`src/design/fpa_pkg.sv`:
```
// Shared constants and types for the 16-bit float adder.
`timescale 1ns / 1ps
package fpa_pkg;

  localparam int unsigned WordW = 16;
  localparam int unsigned ExpW  = 7;
  // aligned mantissa: carry bit 12, hidden 11, fraction 10..3, guard/round/sticky 2..0
  localparam int unsigned MantW = 13;
  localparam logic [ExpW-1:0]  ExpMaxField = 7'h7f;
  localparam logic [WordW-1:0] NanOppInf   = 16'hff01;
  localparam logic [WordW-1:0] PosInf      = 16'h7f00;
  localparam logic [WordW-1:0] NegInf      = 16'hff00;

  // Stage 1 -> 2: ordered operands after alignment.
  typedef struct packed {
    logic             special;    // result already decided
    logic [WordW-1:0] special_val;
    logic             sign;
    logic             subtract;
    logic [7:0]       exp_b;      // biased exponent, 1 for subnormals
    logic [MantW-1:0] mx;
    logic [MantW-1:0] my;
  } align_t;

  // Stage 2 -> 3: raw sum with normalization shift chosen.
  typedef struct packed {
    logic             special;
    logic [WordW-1:0] special_val;
    logic             sign;
    logic [7:0]       exp_b;
    logic [MantW-1:0] r;
    logic [3:0]       lshift;
  } sum_t;

  // Stage 3 -> out: normalized, not yet rounded.
  typedef struct packed {
    logic             special;
    logic [WordW-1:0] special_val;
    logic             sign;
    logic [7:0]       exp_b;
    logic [11:0]      r;
  } norm_t;

endpackage

```
`src/design/fp16_adder_rne.sv`:
```
// Top level of the pipelined 16-bit float adder, round to nearest even.
//
//  channel | signals                                     | direction
//  in      | in_valid_i, in_stall_o, operand_a_i/b_i     | into block
//  out     | out_valid_o, out_stall_i, sum_value_o       | out of block
//
// The pipe has one register stage each for align, add, normalize and round.
// One operand pair is taken every cycle when the output is not stalled.
// A stall on the output freezes the whole pipe; a stage moves only if the last is free.
// Reset clears only the valid bits; data registers are not reset.
`timescale 1ns / 1ps
module fp16_adder_rne (
  input  logic        clk_i,
  input  logic        rst_ni,
  input  logic        in_valid_i,
  output logic        in_stall_o,
  input  logic [15:0] operand_a_i,
  input  logic [15:0] operand_b_i,
  output logic        out_valid_o,
  input  logic        out_stall_i,
  output logic [15:0] sum_value_o
);

  logic adv;

  // Pipe advances unless a finished beat is held at the output
  assign adv = !(out_valid_o && out_stall_i);
  assign in_stall_o = !adv;

  fpa_core u_core (
    .clk_i       (clk_i),
    .rst_ni      (rst_ni),
    .adv_i       (adv),
    .in_valid_i  (in_valid_i),
    .a_i         (operand_a_i),
    .b_i         (operand_b_i),
    .out_valid_o (out_valid_o),
    .sum_o       (sum_value_o)
  );

endmodule

```
`src/design/fpa_core.sv`:
```
// Four-stage datapath: align, add, normalize, round.
`timescale 1ns / 1ps
module fpa_core (
  input  logic                         clk_i,
  input  logic                         rst_ni,
  input  logic                         adv_i,
  input  logic                         in_valid_i,
  input  logic [fpa_pkg::WordW-1:0]    a_i,
  input  logic [fpa_pkg::WordW-1:0]    b_i,
  output logic                         out_valid_o,
  output logic [fpa_pkg::WordW-1:0]    sum_o
);

  logic [3:0] vld_q;
  fpa_pkg::align_t s1_d, s1_q;
  fpa_pkg::sum_t   s2_d, s2_q;
  fpa_pkg::norm_t  s3_d, s3_q;
  logic [fpa_pkg::WordW-1:0] res_d, res_q;

  // Stage 1: order, classify, align the smaller operand
  logic [15:0] x, y;
  logic [6:0]  ex, ey;
  logic [7:0]  e1x, e1y, dd;
  logic        xnan, ynan, xinf, yinf, xz, yz;
  logic [12:0] my0, lostm;
  always_comb begin
    if ((a_i | 16'h8000) < (b_i | 16'h8000)) begin
      x = b_i; y = a_i;
    end else begin
      x = a_i; y = b_i;
    end
    ex = x[14:8]; ey = y[14:8];
    xnan = (ex == fpa_pkg::ExpMaxField) && (x[7:0] != 8'd0);
    ynan = (ey == fpa_pkg::ExpMaxField) && (y[7:0] != 8'd0);
    xinf = (ex == fpa_pkg::ExpMaxField) && (x[7:0] == 8'd0);
    yinf = (ey == fpa_pkg::ExpMaxField) && (y[7:0] == 8'd0);
    xz = (x[14:0] == 15'd0);
    yz = (y[14:0] == 15'd0);
    e1x = (ex == 7'd0) ? 8'd1 : {1'b0, ex};
    e1y = (ey == 7'd0) ? 8'd1 : {1'b0, ey};
    dd = e1x - e1y;
    s1_d.special = 1'b1;
    priority if (xnan) s1_d.special_val = x;
    else if (ynan) s1_d.special_val = y;
    else if (xinf) s1_d.special_val = (yinf && (x[15] ^ y[15])) ? fpa_pkg::NanOppInf : x;
    else if (yinf) s1_d.special_val = y;
    else if (xz) s1_d.special_val = y;
    else if (yz) s1_d.special_val = x;
    else begin
      s1_d.special = 1'b0;
      s1_d.special_val = x;
    end
    s1_d.sign = x[15];
    s1_d.subtract = x[15] ^ y[15];
    s1_d.exp_b = e1x;
    s1_d.mx = {1'b0, (ex != 7'd0), x[7:0], 3'b000};
    my0 = {1'b0, (ey != 7'd0), y[7:0], 3'b000};
    lostm = 13'd0;
    if (dd >= 8'd12) begin
      s1_d.my = {12'd0, (my0 != 13'd0)};
    end else begin
      lostm = my0 & ~(13'h1fff << dd[3:0]);
      s1_d.my = (my0 >> dd[3:0]) | {12'd0, (lostm != 13'd0)};
    end
  end

  // Stage 2: add or subtract, find leading one
  logic [12:0] rr;
  logic [3:0]  lz;
  always_comb begin
    rr = s1_q.subtract ? (s1_q.mx - s1_q.my) : (s1_q.mx + s1_q.my);
    lz = 4'd0;
    for (int i = 0; i < 12; i++) begin
      if (rr[i]) lz = 4'(11 - i);
    end
    s2_d.special = s1_q.special || (rr == 13'd0);
    s2_d.special_val = s1_q.special ? s1_q.special_val : 16'h0000;
    s2_d.sign = s1_q.sign;
    s2_d.exp_b = s1_q.exp_b;
    s2_d.r = rr;
    s2_d.lshift = lz;
  end

  // Stage 3: normalize, limited by the minimum exponent
  logic [3:0]  sh;
  logic [12:0] rs;
  always_comb begin
    s3_d.special = s2_q.special;
    s3_d.special_val = s2_q.special_val;
    s3_d.sign = s2_q.sign;
    sh = 4'd0;
    rs = s2_q.r;
    if (s2_q.r[12]) begin
      s3_d.r = s2_q.r[12:1] | {11'd0, s2_q.r[0]};
      s3_d.exp_b = s2_q.exp_b + 8'd1;
    end else begin
      sh = ({4'd0, s2_q.lshift} <= s2_q.exp_b - 8'd1) ? s2_q.lshift : 4'((s2_q.exp_b - 8'd1));
      rs = s2_q.r << sh;
      s3_d.r = rs[11:0];
      s3_d.exp_b = s2_q.exp_b - {4'd0, sh};
    end
  end

  // Stage 4: round to nearest even, pack
  logic [11:0] r2;
  logic [9:0]  q;
  logic [7:0]  eo;
  logic [6:0]  fld;
  always_comb begin
    r2 = {1'b0, s3_q.r[11:1]} | {11'd0, s3_q.r[0]};
    q = r2[11:2];
    eo = s3_q.exp_b;
    if (r2[1] && (r2[0] || q[0])) q = q + 10'd1;
    if (q[9]) begin
      q = q >> 1;
      eo = eo + 8'd1;
    end
    fld = (eo == 8'd1) ? {6'd0, q[8]} : eo[6:0];
    if (s3_q.special) res_d = s3_q.special_val;
    else if (eo > 8'd126) res_d = s3_q.sign ? fpa_pkg::NegInf : fpa_pkg::PosInf;
    else res_d = {s3_q.sign, fld, q[7:0]};
  end

  always_ff @(posedge clk_i or negedge rst_ni) begin
    if (!rst_ni) begin
      vld_q <= '0;
    end else if (adv_i) begin
      vld_q <= {vld_q[2:0], in_valid_i};
    end
  end

  always_ff @(posedge clk_i) begin
    if (adv_i) begin
      s1_q <= s1_d;
      s2_q <= s2_d;
      s3_q <= s3_d;
      res_q <= res_d;
    end
  end

  assign out_valid_o = vld_q[3];
  assign sum_o = res_q;

  // A stalled pipe holds its valid bits
  assert property (@(posedge clk_i) disable iff (!rst_ni) !adv_i |=> $stable(vld_q))
    else $error("valid bits moved during stall");
  // A valid beat leaving the normalize stage reaches the output on an advance
  assert property (@(posedge clk_i) disable iff (!rst_ni)
    adv_i && vld_q[2] |=> vld_q[3])
    else $error("beat lost between stages");
  // Held result stays put while stalled
  assert property (@(posedge clk_i) disable iff (!rst_ni) !adv_i |=> $stable(res_q))
    else $error("result changed during stall");

endmodule

```
`config.mk`:
```
export PLATFORM = sky130hd
export DESIGN_NAME = fp16_adder_rne
export DESIGN_NICKNAME = d
export VERILOG_FILES = /design/src/design/fpa_pkg.sv /design/src/design/fp16_adder_rne.sv /design/src/design/fpa_core.sv
export SDC_FILE = /design/constraint.sdc
export NUM_CORES = 1
export LEC_CHECK = 0
export BUFFER_PORTS_ARGS = -buffer_cell sky130_fd_sc_hd__buf_2
export CAP_MARGIN = 20
export CELL_PAD_IN_SITES_DETAIL_PLACEMENT = 1
export CELL_PAD_IN_SITES_GLOBAL_PLACEMENT = 1
export CORE_UTILIZATION = 53
export DETAILED_ROUTE_END_ITERATION = 10
export PLACE_DENSITY = 0.93
export SLEW_MARGIN = 20
export SYNTH_ARGS = -nofsm -noshare
export SYNTH_HDL_FRONTEND = slang
export SYNTH_SLANG_ARGS = --single-unit
export TNS_END_PERCENT = 20
```
`constraint.sdc`:
```
create_clock -name clk_i -period 11.98 [get_ports clk_i]
set_input_delay 0.599 -clock clk_i [delete_from_list [all_inputs] [get_ports clk_i]]
set_output_delay 0.599 -clock clk_i [all_outputs]
set_load 0.02 [all_outputs]
```
Word-level counts from Yosys, hierarchy flattened

Cells that the tools add are included.

Input port bits: 36
Logic and storage cells: 107
Output and inout port bits: 18
Register bits: 150

Muxes and demuxes: 33
Add/subtract/negate cells: 8
Equality and inequality tests: 3
Bitwise gates (word level): 6
$lt $le $gt $ge: 4
Reductions and logical operators: 26
Shift operators: 3

Operators with widths:

| kind                                               | count |
|---|---|
| 2-to-1 mux 16 bit                                  | 11 |
| zero test 15 bit                                   | 2 |
| 2-to-1 mux 7 bit                                   | 3 |
| 2-to-1 mux 20 bit                                  | 1 |
| 2-to-1 mux 4 bit                                   | 5 |
| adder 8 x 1 -> 8 bit (second input constant)       | 2 |
| zero test 8 bit                                    | 2 |
| < comparator 16 bit                                | 1 |
| nonzero test 8 bit                                 | 2 |
| == test 7 bit (second input constant)              | 2 |
| zero test 7 bit                                    | 2 |
| nonzero test 7 bit                                 | 2 |
| adder 12 x 13 -> 13 bit                            | 1 |
| bitwise AND 12 x 13 -> 13 bit                      | 1 |
| zero test 13 bit                                   | 1 |
| 2-to-1 mux 13 bit                                  | 1 |
| inverter 13 bit                                    | 1 |
| OR 13 x 1 -> 13 bit                                | 1 |
| nonzero test 13 bit                                | 1 |
| << shifter 13 x 4 -> 12 bit                        | 1 |
| << shifter 13 x 4 -> 13 bit (first input constant) | 1 |
| right shift 12 x 4 -> 13 bit                       | 1 |
| subtractor 12 x 13 -> 13 bit                       | 1 |
| 2-to-1 mux 3 bit                                   | 4 |
| 23 further kinds                                   | 33 |

Depth between registers and ports, before layout

Gate-level depths: netlist of run 1.

Word-level depth: 13
Depth in mapped cells: 22
Depth with buffers taken out: 21

By module

From an unflattened synthesis of run 1, not the netlist that was laid out.

Cell total of the unflattened synthesis: 858
Area total of the unflattened synthesis: 9349.0 µm²

Modules (own cells, without submodules):

| module         | cells each | area each (µm²) | instances |
|---|---|---|---|
| fpa_core       | 856        | 9339.0          | 1 |
| fp16_adder_rne | 2          | 10.0            | 1 |

Worst setup path before layout of run 1

Ideal clock, no wire load.

Path kind: input-to-reg
Start: input port operand_b_i[7]
End: register u_core.s1_q[0] in the netlist's numbering (data pin)
Stages: 22
Setup slack: 6.864 ns
Library setup time: 0.264 ns
Arrival: 4.853 ns
Path buffers: 3
Data required time: 11.716 ns
Cell sequence: clkbuf_1 -> inv_1 -> ha_1 -> nand4_1 -> a2111oi_2 -> o31ai_2 -> nand2_1 -> buf_6 -> clkbuf_1 -> nor2_1 -> a21oi_1 -> inv_1 -> ha_1 -> nor2b_1 -> o21ai_0 -> nand2_1 -> xnor2_1 -> o21ai_0 -> a211oi_1 -> o21ai_0 -> a211o_1 -> o41a_1

RTL lines:

| what                 | RTL line             | source |
|---|---|---|
| from (decl)          | fp16_adder_rne.sv:18 | `input logic [15:0] operand_b_i,` |
| to (signal assigned) | fpa_core.sv:134      | `s1_q <= s1_d;` |
| to (decl)            | fpa_core.sv:15       | `fpa_pkg::align_t s1_d, s1_q;` |

==> results of run 1 <==
## stage by stage
stage / setup WS [ns] / instances / hold slack, ns / utilization / power, mW
3_5_place_dp: 5.87 / 1201 / 0.406 / 0.575 / 2.18
4_1_cts: 6.00 / 1234 / 0.395 / 0.608 / 2.71
3_3_place_gp: 6.18 / 1201 / 0.403 / 0.575 / 2.06
2_1_floorplan: 6.86 / 951 / 0.303 / - / 1.82
6_report: 5.97 / 1234 / 0.407 / 0.608 / 2.72
5_1_grt: 5.67 / 1234 / 0.395 / 0.608 / 2.87
## power by group through the flow
stage                     registers (mW)  logic (mW)  clock network (mW)
after floorplan                     1.00       0.823                   0
after global placement             0.989        1.07                   0
after detailed placement            1.02        1.16                   0
after CTS                           1.01        1.19               0.509
after global routing                1.04        1.30               0.528
final                               1.01        1.20               0.506
## synthesized netlist by cell type, types with 3 or more instances
| cell type | instances |
|---|---|
| xnor2_1 | 21 |
| nand2_1 | 93 |
| and3_1 | 9 |
| o22ai_1 | 4 |
| buf_2 | 7 |
| o21ai_0 | 48 |
| and2_1 | 20 |
| mux4_2 | 6 |
| nor4_1 | 6 |
| clkbuf_1 | 24 |
| inv_1 | 73 |
| o21bai_1 | 6 |
| dfrtp_1 | 4 |
| nand4_1 | 11 |
| a21oi_1 | 71 |
| a21o_1 | 12 |
| a21boi_0 | 3 |
| a22oi_1 | 5 |
| o41ai_1 | 3 |
| o311ai_0 | 3 |
| fa_1 | 3 |
| nor2_1 | 70 |
| nor3_1 | 29 |
| edfxtp_1 | 143 |
| nand2b_1 | 9 |
| a32oi_1 | 3 |
| a2bb2oi_1 | 3 |
| nor2b_1 | 9 |
| nand3_1 | 29 |
| a211oi_1 | 15 |
| mux2i_1 | 31 |
| ha_1 | 57 |
| a31oi_1 | 17 |
| o211ai_1 | 5 |
| clkinv_1 | 4 |
| o31ai_1 | 12 |
| mux2_2 | 9 |
| xor2_1 | 15 |
## critical path, cell delays in order
cell and delay [ns]:
buf_2 0.09, inv_1 0.06, ha_1 0.31, a2111oi_2 0.43, a2111oi_2 0.13, o31ai_2 0.44
nand2_1 0.46, buf_4 0.38, a21oi_1 0.37, inv_1 0.11, ha_1 0.31, nor2b_1 0.13
o21ai_0 0.24, nand2_1 0.16, xnor2_1 0.57, o21ai_0 0.29, a211oi_1 0.32, o21ai_0 0.13
a211o_1 0.28, o41a_1 0.37
## final cells by class
cell class	instances	area (um^2)	area share
timing repair buffer	60	320	0.0301
inverter	77	289	0.0272
multi-input combinational	693	4770	0.449
sequential	147	4390	0.414
tap	225	282	0.0265
clock inverter	15	143	0.0134
clock buffer	17	425	0.0400
## flip-flops by register name, summed over array words and instances, names as in the netlist
signal        flops
u_core.s3_q      38
u_core.sum_o     16
u_core.s2_q      42
u_core.s1_q      47
u_core.vld_q      4
## logic make-up after synthesis
logic type               share of synthesized area
AO/OA/AOI/OAI                                0.170
XOR/XNOR                                    0.0328
adder cells (fa/ha/maj)                     0.0816
buffers and inverters                       0.0469
flip-flops                                   0.458
multiplexers                                0.0597
AND/OR/NAND/NOR                              0.151
## layer usage
layer  wire (um)  global-route usage  share of wire
met1       10700               0.347           0.39
met2       14300               0.563           0.52
met3        1490              0.0556          0.054
met4        1090               0.152          0.039
met5           0                   0              0
## final timing paths
kind	slack, ns	depth (start not counted)	endpoint	startpoint
min reg2reg	0.41	0	u_core.s3_q[36]	u_core.s2_q[41]
min in group asynchronous	0.50	2	u_core.vld_q[3]	rst_ni
min	0.41	2	u_core.vld_q[0]	in_valid_i
max	5.97	20	u_core.s1_q[0]	operand_b_i[1]
max reg2reg	6.02	20	u_core.s3_q[19]	u_core.s2_q[17]
max in group asynchronous	11.37	2	u_core.vld_q[1]	rst_ni
==> out/qor.yml, run 1 <==
power.share.switching: 0.422
boundaryPins: 54
maxCapViolCount: 0
slew_headroom: 0.273
grt_usage: 0.310
n_fill_cell: 1918
ir_drop_mv: 0.181
status: "completed"
yosys.area.top_type_share: 0.447
power.leakage_nw: 4.29
grt_max_degree: 88
ant_nets: 0
syn-instance-count: 951
gp_congestion: 0.941
syn_area_per_cell_um2: 10.1
antenna_found_initial: 0
initialDrtViolationCount: 608
post_cts_buffers: 0
syn_to_final_growth_pct: 10.6
fin_skew_ns: 0.0130
hold_viol_final: 0
holdBufCountCts: 1
placementRows: 48
final_nets: 1092
first_global_vias: 8275
async_reset_ff_frac: 0.0272
pwr-share-comb: 0.441
start_kind: "primary input"
grt_overflow: 0
fp.dieH_um: 137
clkSlewWorstSetupHoldPaths_ns: 0.07
path_max_fanout: 23
wl_per_cell_um: 22.4
final_common_cell: "edfxtp_1"
vias: 7898
finalInstanceArea_mm2: 0.0106
layout_common_cells: "143 x edfxtp_1, 92 x nand2_1, 73 x inv_1"
die_w_um: 137
period_needed_ns: 6.01
synth-edff-count: 143
via_per_inst: 6.40
drv_slew: 0
diodes: 0
cts_root_buf: "clkbuf_16"
htree_levels: 4
finalWirelength_um: 27600
place_area_mm2: 0.0100
place_hpwl_um: 20300
seq_power_share: 0.373
synth_area_mm2: 0.00960
cellPowerDensity_mw_per_mm2: 256
min_path_type: "in -> reg"
tritoncts.num_buffers: 17
dieArea_mm2: 0.0187
synth_flop_cell: "edfxtp_1"
yosysTopAreaCell: "edfxtp_1"
power.switching_mw: 1.15
yosys_warnings: 0
worstSkewPairLatency_ns: 0.43
required_ns: 12.16
power.share.clock: 0.186
arrival_ns: 6.19
layout-drive-gt1-share: 0.128
synth_seq_area_share: 0.458
cts_tree: "yes"
synth_area_leaders: "edfxtp_1 45%, ha_1 7.4%, a21oi_1 3.7%"
fmax_ghz: 0.166
first_pass_iters: 5
fin_tns_setup_ns: 0
intPower_mw: 1.57
start_util: 0.549
cts_buffer_depth: 2
core_area_mm2: 0.0175
drc: 0
rsz0062_at_grt: "no"
ys_ff_latch: 147
portBuffers: 53
crit_type: "in -> reg"
ys_types: 87
grt_pass1_wl_um: 43500
cts_resized: 0
worst_slew_pin_slew_ns: 1.09
fin_crit_sh: 0.501
cp-end-kind: "register"
synth_nets: 1047
setup-violations-final: 0
cts_sinks: 147
(Power assumes the default switching activity.)
==> inputs of run 2 (changes only) <==
--- a/config.mk
+++ b/config.mk
@@ -5,13 +5,14 @@
 export SDC_FILE = /design/constraint.sdc
 export NUM_CORES = 1
 export LEC_CHECK = 0
+export ABC_AREA = 1
 export BUFFER_PORTS_ARGS = -buffer_cell sky130_fd_sc_hd__buf_2
 export CAP_MARGIN = 20
 export CELL_PAD_IN_SITES_DETAIL_PLACEMENT = 1
 export CELL_PAD_IN_SITES_GLOBAL_PLACEMENT = 1
-export CORE_UTILIZATION = 53
+export CORE_UTILIZATION = 48
 export DETAILED_ROUTE_END_ITERATION = 10
-export PLACE_DENSITY = 0.93
+export PLACE_DENSITY = 0.89
 export SLEW_MARGIN = 20
 export SYNTH_ARGS = -nofsm -noshare
 export SYNTH_HDL_FRONTEND = slang
==> constraint.sdc (replaced) <==
create_clock -name clk_i -period 5.7 [get_ports clk_i]
set_input_delay 0.285 -clock clk_i [delete_from_list [all_inputs] [get_ports clk_i]]
set_output_delay 0.285 -clock clk_i [all_outputs]
set_load 0.02 [all_outputs]
==> out/qor.yml, run 2 <==
tritoncts.num_buffers: 17  # unchanged
gp_congestion: 0.922  # -2.0%
die_w_um: 144  # +5.3%
largest_register_ffs: 47  # unchanged
cts_root_buf: "clkbuf_16"
fmax_ghz: 0.193
min_to: "u_core.vld_q[0]"
syn-instance-count: 1133  # +19%
finalWirelength_um: 27000  # -2.0%
yosysMostFrequentCell: "nand2_1"
clkSlewWorstSetupHoldPaths_ns: 0.07  # about the same
maxCapViolCount: 0  # unchanged
final_common_cell: "nand2_1"
min_path_cells: 3  # +1
worstSkewPairLatency_ns: 0.43  # about the same
drc: 0  # unchanged
worstHoldStart: "in_valid_i"
post_cts_buffers: 0  # unchanged
initialDrtViolationCount: 519  # -15%
cellPowerDensity_mw_per_mm2: 566  # +120%
crit_type: "reg -> reg"
cts_resized: 0  # unchanged
yosys_warnings: 0  # unchanged
wl_per_cell_um: 18.4  # -18%
vias: 8142  # +3.1%
syn_area_per_cell_um2: 8.52  # -16%
async_reset_ff_frac: 0.0272  # unchanged
first_global_vias: 8601  # +3.9%
ir_drop_mv: 0.224  # +24%
fp.dieH_um: 144  # +5.3%
power.leakage_nw: 4.91  # +15%
hold_viol_final: 0  # unchanged
grt_overflow: 0  # unchanged
reg2reg_depth: 25  # +25%
startpoint: "u_core.s2_q[18]"
synth_nets: 1229  # +17%
min_path_type: "in -> reg"
path_max_fanout: 9  # -61%
diodes: 0  # unchanged
layout-drive-gt1-share: 0.127  # -0.000456
cts_sinks: 147  # unchanged
fin_crit_sh: 0.907
final_nets: 1284  # +18%
cts_buffer_depth: 2  # unchanged
htree_levels: 4  # unchanged
grt_usage: 0.278  # -0.0318
slew_headroom: 0.454  # +0.181
rsz0062_at_grt: "no"
synth-edff-count: 143  # unchanged
yosysTopAreaCell: "edfxtp_1"
first_pass_iters: 6  # +1
arrival_ns: 5.35  # -0.84 ns
status: "completed"
cts_tree: "yes"
via_per_inst: 5.55  # -13%
core_area_mm2: 0.0196  # +12%
drv_slew: 0  # unchanged
dieArea_mm2: 0.0207  # +11%
grt_max_degree: 93  # +5.7%
place_hpwl_um: 19900  # -1.9%
r2r-start: "u_core.s2_q[18]"
fin_skew_ns: 0.00979  # -0.00318 ns
placementRows: 51  # +6.3%
antenna_found_initial: 0  # unchanged
start_util: 0.493  # -0.0567
synth_area_mm2: 0.00965  # +0.53%
fin_tns_setup_ns: 0  # unchanged
worst_slew_pin_slew_ns: 0.819  # -0.271 ns
required_ns: 5.88  # -6.28 ns
rrSetupSlack_ns: 0.53  # -5.49 ns
cp-end-kind: "register"
synth_flop_cell: "edfxtp_1"
final_util: 0.551  # -0.0566
ant_nets: 0  # unchanged
synth_commonest_cells: "265 x nand2_1, 165 x inv_1, 143 x edfxtp_1"
yosys.area.top_type_share: 0.445  # -0.00238
synth_area_leaders: "edfxtp_1 44%, nand2_1 10%, ha_1 7.4%"
portBuffers: 53  # unchanged
ys_types: 51  # -41%
grt_pass1_wl_um: 43500  # about the same
layout_common_cells: "264 x nand2_1, 165 x inv_1, 143 x edfxtp_1"
setup-violations-final: 0  # unchanged
boundaryPins: 54  # unchanged
worstReg2RegEnd: "u_core.s3_q[19]"
period_needed_ns: 5.17
n_fill_cell: 2374  # +24%
syn_to_final_growth_pct: 11.9
regMostFlops: "u_core.s1_q"
synth_seq_area_share: 0.455  # -0.00243
start_kind: "register"
largest_registers: "u_core.s1_q x47, u_core.s2_q x42, u_core.s3_q x38"
ys_ff_latch: 147  # unchanged
## run 2: how the worst max path moves through the flow
| stage | cells after the start | endpoint |
|---|---|---|
| floorplan | 3 | u_core.vld_q[1] |
| global placement | 28 | u_core.s1_q[0] |
| detailed placement | 28 | u_core.s1_q[0] |
| CTS | 25 | u_core.s3_q[19] |
| global route | 25 | u_core.s3_q[19] |
| finish | 25 | u_core.s3_q[19] |
## run 2: layout make-up
type | instances | area, um^2 | share of cell area
Inverter | 176 | 661 | 0.0612
Timing Repair Buffer | 59 | 317 | 0.0293
Multi-Input combinational cell | 787 | 4460 | 0.413
Clock buffer | 18 | 439 | 0.0407
Sequential cell | 147 | 4390 | 0.407
Tap cell | 265 | 332 | 0.0307
Clock inverter | 14 | 201 | 0.0187
## run 2: kinds of logic (layout without fill, tap and decap cells)
logic type / after synthesis / count (layout) / synth area share
and+or+nand+nor: 464 / 464 / 0.210
AOI/OAI and AO/OA: 225 / 225 / 0.136
buffers and inverters: 199 / 267 / 0.0841
DFF: 147 / 147 / 0.455
adders and majority gates: 60 / 60 / 0.0801
xor gates and xnor gates: 35 / 35 / 0.0318
muxes: 3 / 3 / 0.00324
## run 2: layer usage
metal  wire, um  part of all wire  track usage
met4       1240             0.046        0.165
met2      14200              0.53        0.510
met3        914             0.034       0.0413
met1      10700              0.39        0.301
met5          0                 0            0
## run 2: power breakdown
group / internal [mW] / total, mW / leakage, nW / switching (mW)
sequential: 1.83 / 2.11 / 1.54 / 0.278
clock: 0.750 / 1.22 / 0.303 / 0.468
combinational: 0.865 / 2.79 / 3.07 / 1.92
total: 3.45 / 6.12 / 4.91 / 2.67
## run 2: critical path, stage by stage (launching register included)
cell      delay (ns)
edfxtp_1        0.46
inv_1           0.25
ha_1            0.24
xnor2_1         0.18
ha_1            0.33
a21oi_1         0.18
nand2_1         0.07
a21oi_1         0.16
nor3_1          0.06
nand2_1         0.23
nand2_1         0.11
o21ai_2         0.22
inv_2           0.20
ha_1            0.26
inv_1           0.07
o21ai_0         0.12
a21oi_1         0.19
ha_1            0.33
a21oi_1         0.24
nand2_1         0.14
a21oi_1         0.16
inv_1           0.07
a21oi_1         0.23
o21ai_0         0.13
a21oi_1         0.21
xnor2_1         0.09
## run 2: timing repair
action,CTS,global route
endpoints found under the setup margin,0,0
hold endpoints to repair,4,0
hold buffers,1,0
## run 2: per-stage QoR
stage / power (mW) / worst slack [ns] / std cells / hold slack (ns) / instance area (um^2)
floorplan: 3.97 / 0.882 / 1133 / -0.0106 / 9650
global placement: 4.54 / 0.659 / 1433 / 0.0920 / 10100
detailed placement: 4.77 / 0.445 / 1433 / 0.0981 / 10100
CTS: 6.11 / 0.648 / 1466 / 0.0621 / 10800
global route: 6.50 / 0.207 / 1466 / 0.0967 / 10800
finish: 6.12 / 0.529 / 1466 / 0.0722 / 10800
==> inputs of run 3 (changes only) <==
--- a/config.mk
+++ b/config.mk
@@ -10,6 +10,7 @@
 export CAP_MARGIN = 20
 export CELL_PAD_IN_SITES_DETAIL_PLACEMENT = 1
 export CELL_PAD_IN_SITES_GLOBAL_PLACEMENT = 1
+export CORE_ASPECT_RATIO = 0.6
 export CORE_UTILIZATION = 48
 export DETAILED_ROUTE_END_ITERATION = 10
 export PLACE_DENSITY = 0.89
==> out/qor.yml, run 3 (synthesized netlist as in run 2, its figures left out) <==
place_hpwl_um: 20900  # +4.9%
crit_type: "in -> reg"
crit_end: "u_core.s1_q[0]"
first_pass_iters: 6  # unchanged
ant_nets: 0  # unchanged
status: "completed"
start_kind: "primary input"
period_needed_ns: 4.86  # -0.307 ns
largest_registers: "u_core.s1_q x47, u_core.s2_q x42, u_core.s3_q x38"
whs_ns: 0.0775  # +0.00526 ns
via_per_inst: 5.60  # +0.88%
grt_max_degree: 77  # -17%
min_path_type: "in -> reg"
worst_slew_pin_slew_ns: 0.963  # +0.143 ns
seq_power_share: 0.354  # +0.009
layout_common_cells: "264 x nand2_1, 165 x inv_1, 143 x edfxtp_1"
start_util: 0.498  # +0.00554
drv_slew: 0  # unchanged
placementRows: 39  # -24%
grt_usage: 0.277  # -0.000470
power.switching_mw: 2.63  # -1.3%
cp_common_cell: "nor2_1"
pwr-share-comb: 0.455  # about the same
crit_path_max_incr_delay_ns: 0.56  # +0.10 ns
dieArea_mm2: 0.0207  # about the same
largest_register_ffs: 47  # unchanged
cellPowerDensity_mw_per_mm2: 557  # -1.7%
maxCapViolCount: 0  # unchanged
die_w_um: 185  # +29%
ir_drop_mv: 0.332  # +49%
r2r-start: "u_core.s2_q[18]"
fin_tns_setup_ns: 0  # unchanged
final_common_cell: "nand2_1"
diodes: 0  # unchanged
dpl.cell_count: 1434  # +0.070%
grt_overflow: 0  # unchanged
core_area_mm2: 0.0194  # -1.1%
fmax_ghz: 0.206  # +6.3%
finalWirelength_um: 27500  # +1.8%
fin_skew_ns: 0.0173  # +0.00749 ns
layout-drive-gt1-share: 0.127  # unchanged
slew_headroom: 0.358  # -0.0956
gp_congestion: 0.914  # -0.91%
fin_crit_sh: 0.853  # -0.0539
register_area_mm2: 0.00439  # unchanged
critPathSlowestCell: "fa_1"
arrival_ns: 5.05  # -0.30 ns
antenna_found_initial: 0  # unchanged
path_max_fanout: 60  # +51
power.share.clock: 0.191  # -0.008
intPower_mw: 3.35  # -2.8%
wl_per_cell_um: 18.8  # +1.7%
rsz0062_at_grt: "no"
vias: 8219  # +0.95%
drc: 0  # unchanged
grt_pass1_wl_um: 44100  # +1.6%
worstSkewPairLatency_ns: 0.44  # about the same
syn_to_final_growth_pct: 11.3
cts_buffer_depth: 2  # unchanged
multiInputGateArea_mm2: 0.00446  # unchanged
startpoint: "operand_b_i[11]"
cts_tree: "yes"
regMostFlops: "u_core.s1_q"
cts_sinks: 147  # unchanged
n_fill_cell: 2341  # -1.4%
first_global_vias: 8410  # -2.2%
setup-violations-final: 0  # unchanged
boundaryPins: 54  # unchanged
hold_viol_final: 0  # unchanged
reg2reg_depth: 25  # unchanged
final_nets: 1284  # unchanged
htree_levels: 4  # unchanged
required_ns: 5.88  # about the same
cts_resized: 0  # unchanged
rrSetupSlack_ns: 0.96  # +0.43 ns
total_power_mw: 5.99  # -2.1%
power.leakage_nw: 4.89  # -0.45%
cp-end-kind: "register"
worstReg2RegEnd: "u_core.s3_q[19]"
portBuffers: 53  # unchanged
fp.dieH_um: 112  # -22%
initialDrtViolationCount: 496  # -4.4%
clkSlewWorstSetupHoldPaths_ns: 0.07  # about the same
fin_cells: 1467  # +0.068%
power.share.switching: 0.440  # +0.00379
cts_root_buf: "clkbuf_16"
tritoncts.num_buffers: 17  # unchanged
-- run 3: cell types whose count changed in the layout (fill, tap and decap cells not counted) --
cell / change
buf_4: +1
clkinv_4: -2
bufinv_16: -2
clkinv_2: +2
inv_6: +2
clkinv_1: -1
clkbuf_1: +1
buf_6: -1
-- run 3: critical path, delay by kind of cell --
family          cells  cell delay [ns]
compound gates      5             0.82
fa+ha+maj           3             1.06
buf+inv             4             0.56
simple gates       16             2.30
-- run 3: routing by layer --
metal	wire (um)	up-vias	track usage
li1	-	3906	-
met1	12600	3991	0.373
met2	12800	270	0.451
met3	1500	52	0.0497
met4	628	0	0.0953
met5	0	-	0
-- run 3: layout make-up --
class                   instances  area share
multi-input cells             787       0.415
flip-flops and latches        147       0.409
inverters                     176      0.0615
clock buffers                  19      0.0412
well taps                     266      0.0310
repair buffers                 59      0.0291
clock inverters                13      0.0137
-- run 3: repair_timing --
action,CTS,global route
endpoints found under the setup margin,0,0
setup buffers,0,0
hold buffers,1,0
hold endpoints to repair,4,0
-- run 3: power groups by stage --
stage | Sequential [mW] | Clock, mW | Combinational (mW)
final | 2.12 | 1.14 | 2.73
after global routing | 2.16 | 1.18 | 3.03
after CTS | 2.12 | 1.15 | 2.70
after detailed placement | 2.13 | 0 | 2.66
after global placement | 2.09 | 0 | 2.49
after floorplan | 2.11 | 0 | 1.86
-- run 3: stage by stage --
stage	setup slack [ns]	cell area (um^2)	util
final	0.836	10700	0.555
after global routing	0.432	10700	0.555
after CTS	0.882	10700	0.555
after detailed placement	0.530	10100	0.524
after global placement	0.885	10100	0.524
after floorplan	0.882	9650	-
-- run 3: how the worst min path moves through the flow --
stage | slack, ns | depth (start not counted) | startpoint | to
finish | 0.08 | 3 | in_valid_i | u_core.vld_q[0]
detailed placement | 0.10 | 1 | rst_ni | u_core.vld_q[3]
global placement | 0.1 | 1 | rst_ni | u_core.vld_q[3]
global route | 0.13 | 3 | in_valid_i | u_core.vld_q[0]
CTS | 0.07 | 3 | in_valid_i | u_core.vld_q[0]
floorplan | -0.01 | 0 | rst_ni | u_core.vld_q[0]
